===== src/hw/rtl/lbm_div9.sv =====
`timescale 1ns / 1ps
// Pipelined unsigned division by nine, eight quotient bits per stage.
module lbm_div9 #(
  parameter int W = 38
) (
  input  logic         clk,
  input  logic [W-1:0] x,
  output logic [W-1:0] q
);

  localparam int NST = (W + 7) / 8;
  localparam int NB  = NST * 8;

  logic [NB-1:0] sh_r [NST];
  logic [3:0]    rm_r [NST];

  for (genvar s = 0; s < NST; s++) begin : g_stage
    logic [NB-1:0] sh_in;
    logic [3:0]    rm_in;
    logic [NB-1:0] sh;
    logic [3:0]    rm;
    logic [4:0]    t;

    if (s == 0) begin : g_first
      assign sh_in = NB'(x);
      assign rm_in = '0;
    end else begin : g_next
      assign sh_in = sh_r[s-1];
      assign rm_in = rm_r[s-1];
    end

    // The remainder stays below nine, so each step is a five-bit compare and subtract.
    always_comb begin
      sh = sh_in;
      rm = rm_in;
      t  = '0;
      for (int b = 0; b < 8; b++) begin
        t  = {rm, sh[NB-1]};
        sh = {sh[NB-2:0], 1'b0};
        if (t >= 5'd9) begin
          rm    = 4'(t - 5'd9);
          sh[0] = 1'b1;
        end else begin
          rm = t[3:0];
        end
      end
    end

    always_ff @(posedge clk) begin
      sh_r[s] <= sh;
      rm_r[s] <= rm;
    end
  end

  assign q = sh_r[NST-1][W-1:0];

endmodule


===== config.mk =====
export PLATFORM = sky130hd
export DESIGN_NAME = lbm_div9
export DESIGN_NICKNAME = d
export VERILOG_FILES = /design/src/hw/rtl/lbm_div9.sv
export SDC_FILE = /design/constraint.sdc
export NUM_CORES = 1
export LEC_CHECK = 0
export BUFFER_PORTS_ARGS = -buffer_cell sky130_fd_sc_hd__buf_2
export CORE_ASPECT_RATIO = 0.6
export CORE_UTILIZATION = 64
export DETAILED_ROUTE_END_ITERATION = 10
export GPL_ROUTABILITY_DRIVEN = 1
export PLACE_DENSITY = 0.9
export SLEW_MARGIN = 40
export SYNTH_ARGS = -nofsm -noshare
export SYNTH_HDL_FRONTEND = slang
export SYNTH_SLANG_ARGS = --single-unit

===== constraint.sdc =====
create_clock -name clk -period 14.4 [get_ports clk]
set_input_delay 2.16 -clock clk [delete_from_list [all_inputs] [get_ports clk]]
set_output_delay 2.16 -clock clk [all_outputs]
set_load 0.02 [all_outputs]

==> impl_metrics.yaml <==
cts:
  htreeDepth: 4
  clock_path_buffers: 2
  clk_latency_ns: 0.43
  cts_tree: "yes"
  numClockSinks: 191
  postCtsHoldBufs: 0
  clock-root-buffer: "clkbuf_16"
  clkTransAtPathRegs_ns: 0.07
  cts_resized: 0
  cts_buffers: 17
  post-cts-setup-buffers: 0
yosys:
  ys.flop_type: "dfxtp_1"
  yosysMostFrequentCell: "dfxtp_1"
  yosysUniqueCellTypes: 102
  yosysTopAreaCell: "dfxtp_1"
  synthArstFlopShare_pct: 0
  synth_top_cells_by_count: "dfxtp_1 (191), nand2_1 (65), nor2_1 (63)"
  synth-seq-area-share_pct: 43.07
  synth_area_per_cell_um2: 9.209
  synth_top_cell_area_share_pct: 43.07
  synth-edff-count: 0
  synthTopCellsByArea: "dfxtp_1 (43%), o21ai_0 (2.9%), nand2_1 (2.7%), nor2_1 (2.7%), a21oi_1 (2.5%)"
  yosys_warnings: 0
  ys_ff_latch: 191
  syn_inst: 964
  syn_area_um2: 8877
routing:
  drt_iter0_drc: 743
  viasPerCell: 6.420
  ant_nets: 0
  vias: 7749
  firstDrtPassIters: 7
  routedWlPerCell_um: 16.29
  drc: 0
  drt-total-wl_mm: 19.67
timing:
  relSlewSlack_pct: 41.15
  period_share_pct: 40.35
  finalSetupTns_ns: 0
  tightest_slew_ns: 0.8582
  finalSetupViolations: 0
  maxSlewViolCount: 0
  period_needed_ns: 5.811
  fmax_mhz: 172.1
  finalHoldViolations: 0
  rsz0062_at_grt: "false"
  skew_ns: 0.01316
layout:
  drive_above_1_share_pct: 15.53
  final_cell_area_um2: 9889
  instances_no_fill: 1207
  final_util_pct: 75.08
  area_growth_pct: 11.40
  num-nets-final: 1077
  antenna_cells: 0
global_routing:
  grt_util_all_layers_pct: 27.70
  use_met3_pct: 6.997
  grt_pass1_vias: 6649
  grt_use_met2_pct: 41.97
  antenna_found_initial: 0
  grt-busiest-layer: "met2"
  grt_pass1_wl_mm: 32.15
  grtUsageMet1_pct: 39.38
  grt-ovfl-total: 0
  grt_max_degree: 23
critical_path:
  rrSetupSlack_ns: 8.59
  cp-start-kind: "flip-flop"
  crit_required_ns: 14.72
  path_class: "flip-flop to flip-flop"
  endpoint_kind: "flip-flop"
  worstPathMaxFanout: 12
  cp.arrival_ns: 6.13
floorplan:
  die_area_um2: 14360
  core_area_um2: 13170
  die_y_um: 93.23
  die_w_um: 154.0
  rows: 32
  initial_core_util_pct: 67.39
  pin_count: 77
run_status:
  status: "finished, final reports clean"
placement:
  globalplace.congestion: 0.9645
  dpl_cell_area_um2: 9289
  port_buffers: 73
  dp_hpwl_mm: 13.71
  placed_cells: 1174
min_path:
  hold_path_class: "flip-flop to flip-flop"
job:
  drv_cap: 0
critical path, stage by stage, from the launching register on:
cell and delay (ns):
dfxtp_1 0.55, inv_1 0.12, ha_1 0.25, o41a_1 0.37, o21ai_1 0.44, mux2i_1 0.33
o2111ai_1 0.24, or3_1 0.39, mux2i_1 0.69, a21oi_1 0.29, o21ai_0 0.32, nand3_1 0.16
nor2_1 0.17, mux2_2 0.40, a21o_1 0.19, mux2_2 0.29, nor3_1 0.26, nand2b_1 0.17
o21ai_0 0.07
cells by family after synthesis:
| logic type | share of synthesized area [%] |
|---|---|
| AOI/OAI and AO/OA | 28.12 |
| xor gates and xnor gates | 1.367 |
| adders and majority gates | 2.438 |
| buffers and inverters | 4.073 |
| DFF | 43.07 |
| muxes | 3.791 |
| other | 0.04224 |
| and+or+nand+nor | 17.10 |
layout make-up:
cell class                      instances  area, um2
Clock buffer                           18      439.2
Clock inverter                         14      156.4
Fill cell                             932       3283
Inverter                               50      187.7
Multi-Input combinational cell        690       4700
Sequential cell                       191       3824
Tap cell                              170      212.7
Timing Repair Buffer                   74      370.4
metrics by stage:
stage	hold slack [ns]	worst slack, ns
2_1_floorplan	0.3096	9.400
3_3_place_gp	0.3099	8.991
3_5_place_dp	0.3121	8.810
4_1_cts	0.3210	8.726
5_1_grt	0.3293	8.156
6_report	0.3224	8.589
per-layer routing:
metal	routed length (um)	vias up
met5	0	-
met4	280	0
met3	1726	38
met2	8465	417
met1	9194	3543
li1	-	3751
layout by cell type, fill, tap and decap left out, types with 14 or more instances in the layout:
cell,Yosys,routed
a21o_1,17,17
a21oi_1,45,45
and2_1,14,14
buf_2,7,74
clkbuf_16,0,17
dfxtp_1,191,191
ha_1,14,14
inv_1,50,50
mux2i_1,17,17
nand2_1,65,65
nand2b_1,14,14
nand3_1,21,21
nor2_1,63,63
nor3_1,33,33
o211ai_1,18,18
o21ai_0,52,52
path summary, 6_finish.rpt:
kind,from,to,cells after the start
max reg2reg,rm_r[0][8],rm_r[0][12],18
min,sh_r[0][68],sh_r[0][116],0
max,rm_r[0][8],rm_r[0][12],18
min reg2reg,sh_r[0][68],sh_r[0][116],0
registers in the layout, summed over array words and instances, names as in the netlist:
signal	count
sh_r	175
rm_r	16
Power is left out: the tool's default activity adds up to more than one toggle a clock period on the data nets, which glitch-free logic cannot reach.
