==> src/hw/rtl/lbm_udiv.sv <==
`timescale 1ns / 1ps
// Pipelined restoring unsigned divider, one quotient bit per stage, with overflow flag.
module lbm_udiv #(
  parameter int NW = 38,
  parameter int DW = 23,
  parameter int QW = 20
) (
  input  logic          clk,
  input  logic [NW-1:0] num,
  input  logic [DW-1:0] den,
  output logic [QW-1:0] quo,
  output logic          ovf
);

  localparam int EW = NW + DW + QW;

  logic [NW-1:0] rem_r [QW+1];
  logic [DW-1:0] den_r [QW+1];
  logic [QW-1:0] quo_r [QW+1];
  logic          ovf_r [QW+1];

  // The quotient does not fit when the dividend reaches the divisor shifted past the top bit.
  always_ff @(posedge clk) begin
    rem_r[0] <= num;
    den_r[0] <= den;
    quo_r[0] <= '0;
    ovf_r[0] <= EW'(num) >= (EW'(den) << QW);
  end

  for (genvar s = 0; s < QW; s++) begin : g_stage
    localparam int B = QW - 1 - s;
    logic [EW-1:0] shifted;
    logic          take;
    assign shifted = EW'(den_r[s]) << B;
    assign take    = EW'(rem_r[s]) >= shifted;
    always_ff @(posedge clk) begin
      den_r[s+1] <= den_r[s];
      ovf_r[s+1] <= ovf_r[s];
      rem_r[s+1] <= take ? (rem_r[s] - shifted[NW-1:0]) : rem_r[s];
      quo_r[s+1] <= quo_r[s] | (take ? (QW'(1) << B) : QW'(0));
    end
  end

  assign quo = quo_r[QW];
  assign ovf = ovf_r[QW];

endmodule

==> config.mk <==
export PLATFORM = sky130hd
export DESIGN_NAME = lbm_udiv
export DESIGN_NICKNAME = d
export VERILOG_FILES = /design/src/hw/rtl/lbm_udiv.sv
export SDC_FILE = /design/constraint.sdc
export NUM_CORES = 2
export LEC_CHECK = 0
export BUFFER_PORTS_ARGS = -buffer_cell sky130_fd_sc_hd__buf_4
export CORE_UTILIZATION = 45
export DETAILED_ROUTE_END_ITERATION = 10
export PLACE_DENSITY = 0.6
export SYNTH_ARGS = -nofsm -noshare
export SYNTH_HDL_FRONTEND = slang
export SYNTH_SLANG_ARGS = --single-unit
export TNS_END_PERCENT = 5
==> constraint.sdc <==
create_clock -name clk -period 6 [get_ports clk]
set_input_delay 0.3 -clock clk [delete_from_list [all_inputs] [get_ports clk]]
set_output_delay 0.3 -clock clk [all_outputs]
set_load 0.05 [all_outputs]
==> key figures <==
Worst setup path
  • Worst reg2reg path endpoint: rem_r[2][73]
  • Slowest CP cell: inv_1
  • CP max FO: 28
  • Worst setup path class: flip-flop to flip-flop
  • Crit path depth: 12
  • Worst R2R Start: den_r[4][21]
  • Worst r2r path cells: 12
  • Crit path cell chain: inv_1, ha_1, nand2_1, nor4b_1, nand4_1, o21ai_0, nor4_1, o31a_1, inv_1, o311ai_1, nor4_1, xor2_1
  • CP top delay family: simple AND/OR/NAND/NOR gates
  • Worst path arrival time: 4780 ps
  • Flop2flop setup slack: between 1500 and 2000 ps
  • CP peak stage delay: 780 ps
  • CP required: around 6700 ps
  • CP endpoint kind: flip-flop
  • Count of buffer and inverter cells on the critical path: 2
  • Startpoint Class: flip-flop

Cells and area
  • Area delta synth->final: 13.69%
  • Reg area: ~29000 um2
  • Nets: a little under 7000
  • Share of layout cells above drive strength 1: under 10%
  • Finished Cell Area: slightly below 70000 um2
  • Layout fillers: roughly 12000
  • Most frequent cells in the layout: dfxtp_1, inv_1, ha_1, a21oi_1, nand2_1
  • Footprint of the multi-input gates: 28230 um2
  • Commonest non-fill, non-tap cell in the layout: dfxtp_1

Pwr
  • Switch Pwr: between 10 and 15 mW
  • Clock Power Share: approximately a quarter
  • Pwr dens: roughly 540 nW/um2
  • Switching share of power: roughly 36%
  • Logic pwr share: a little under two fifths
  • Total power: 36.86 mW
  • VDD IR-drop max: a little under 300 uV
  • Leak: 30.40 nW
  • Internal power: approximately 24 mW
  • Seq pwr share: between 30% and 40%

Timing
  • Final hold slack: 197.4 ps
  • Final Setup Violations: 0
  • Relative slew slack: ~17%
  • Unrepaired setup endpoints after global routing: no
  • Final Hold Fails: 0
  • Final min period: 4104 ps
  • Final period util: between 60% and 70%
  • TNS Setup: 0 ps
  • Slew @ Worst Pin: about 1200 ps
  • Clock Skews: between 20 and 30 ps
  • Final WS setup: ~1900 ps
  • Pins over their slew limit: 0
  • Fmax: approximately 0.24 GHz

Floorplanning
  • Starting Density: between 40% and 50%
  • Die Area: approximately 130000 um2
  • Die Wd: around 370 um
  • Site row count: between 100 and 150
  • Core Area: 131800 um2
  • Die H: around 370 um
  • # IOs: 83

Detailed routing
  • Drt drc: 0
  • Antenna Violating Nets Remaining: 0
  • Wire per inst: between 15 and 20 um
  • DR iter-0 viols: 2530
  • DR vias/cell: approximately 5.2
  • Total number of vias: around 43000
  • Drt total wl: between 100 and 150 mm
  • Detailed Routing Iterations Pass 1: 6

Clock tree
  • Clk buf depth: 3
  • Clock slew at reported path FFs: 60 ps
  • Clk root buf: clkbuf_16
  • CTS sink cnt: 1451
  • CTS tree: done
  • Htree depth: 4
  • Post-CTS resize count: 0
  • Hold Buf Count CTS: 61
  • TritonCTS buffer count: ~150
  • Clk_lat worst skew: 760 ps
  • Post-CTS Setup Inserts: 0

Place
  • # port buffers: 82
  • DP Worst Slack: 2064 ps
  • Placer Congestion: roughly 0.94
  • Dpl hpwl: between 100 and 150 mm
  • Area of placed instances: approximately 62000 um2

Global route
  • Vias in the first global route: between 40000 and 50000
  • Initial antenna violation count: 2
  • GRT Overall Usage: ~20%
  • First-pass GRT wire length: ~220 mm
  • Total congestion overflow: 0
  • Largest net degree at the start of global routing: 48

Logic synthesis
  • Area share of the largest cell type after synthesis: about half
  • Mapped Nets: roughly 6700
  • Top FF cell, synth: dfxtp_1
  • Synth Register Bits: around 1500
  • Syn Area/Cell: slightly below 10 um2
  • Synth warn: 0
  • Synthesized area: about 60000 um2
  • Post-synth top area cell: dfxtp_1
  • Post-synthesis sequential area ratio: 48.47%
  • Synth Instances: 6170
  • Post-synth EDFFs: 0
  • Async SR Flop Fraction: 0%
  • Top cells by area, synth: dfxtp_1, ha_1, xnor2_1
  • Synth unique cells: slightly above 90

Min path
  • Hold Path Class: primary input to flip-flop
  • WHS Path Cells: 2
  • Min-delay src: num[37]
  • Worst Hold Path EP: rem_r[0][37]

Flow run
  • Max Cap Viol: 0

Outcome
  • Outcome: finished, final reports clean
==> cell families (layout without fill, tap and decap cells) <==
family                   Yosys count  count (layout)  share of synthesized area, %
AO/OA/AOI/OAI                   1490            1490                         15.56
XOR/XNOR                         441             441                         6.446
adder cells (fa/ha/maj)          487             487                         10.41
buffers and inverters            711            1018                         4.550
flip-flops                      1451            1451                         48.47
multiplexers                     136             136                         2.574
other                              0               1                             0
AND/OR/NAND/NOR                 1454            1454                         11.99
==> worst max-delay path by stage <==
stage	startpoint	end	slack [ps]
5_1_grt	den_r[4][3]	rem_r[2][73]	1630
2_1_floorplan	den_r[2][1]	rem_r[1][55]	2980
6_report	den_r[4][21]	rem_r[2][73]	1900
4_1_cts	den_r[4][3]	rem_r[2][73]	2020
3_3_place_gp	den_r[4][3]	rem_r[2][73]	2170
3_5_place_dp	den_r[4][18]	rem_r[2][73]	2060
==> power groups by stage <==
stage / registers, mW / clock network [mW] / logic [mW]
floorplan: 13.1 / 0 / 11.0
global placement: 13.8 / 0 / 13.7
detailed placement: 13.8 / 0 / 13.8
CTS: 13.6 / 9.60 / 13.9
global route: 13.8 / 10.0 / 15.6
finish: 13.6 / 9.33 / 14.0
==> per-layer routing <==
metal,GRT usage (%),vias to the layer above,share of wire (%)
li1,-,21865,-
met1,25.93,20017,45
met2,35.51,851,48
met3,2.947,217,4.3
met4,6.106,0,2.6
met5,0,-,0
==> flip-flops by register name, indices dropped and copies added, names as in the netlist <==
| signal | count |
|---|---|
| den_r | 460 |
| ovf_r | 21 |
| quo_r | 210 |
| rem_r | 760 |
==> cell type report <==
cell class	count	share of cell area, %
diodes	1	0.003673
clock buffers	198	6.325
clock inverters	70	1.117
inverters	588	3.243
multi-input cells	4008	41.44
flip-flops and latches	1451	42.64
well taps	1755	3.223
repair buffers	162	2.009
==> cell usage after synthesis (68+ instances only) <==
library cell	count
nor2_1	344
nand4_1	79
o21ai_0	380
xnor2_1	262
xor2_1	179
nand2_1	421
inv_1	587
nand2b_1	68
nor4_1	80
mux2_2	113
nand3_1	90
a21o_1	187
o21a_1	71
clkbuf_1	95
a21oi_1	451
dfxtp_1	1451
nor3_1	85
ha_1	468
==> through the flow <==
stage,utilization [%],cells
6_report,51.69,8233
5_1_grt,51.69,8232
4_1_cts,51.69,8232
3_5_place_dp,47.38,7903
3_3_place_gp,47.38,7903
2_1_floorplan,-,6170
==> worst register-to-register path: stages, from the launching register on <==
cell and delay [ps]:
dfxtp_1 320, inv_1 40, ha_1 400, nand2_1 260, nor4b_1 400, nand4_1 130
o21ai_0 430, nor4_1 120, o31a_1 250, inv_1 780, o311ai_1 380, nor4_1 320
xor2_1 190
(Power assumes the default switching activity.)
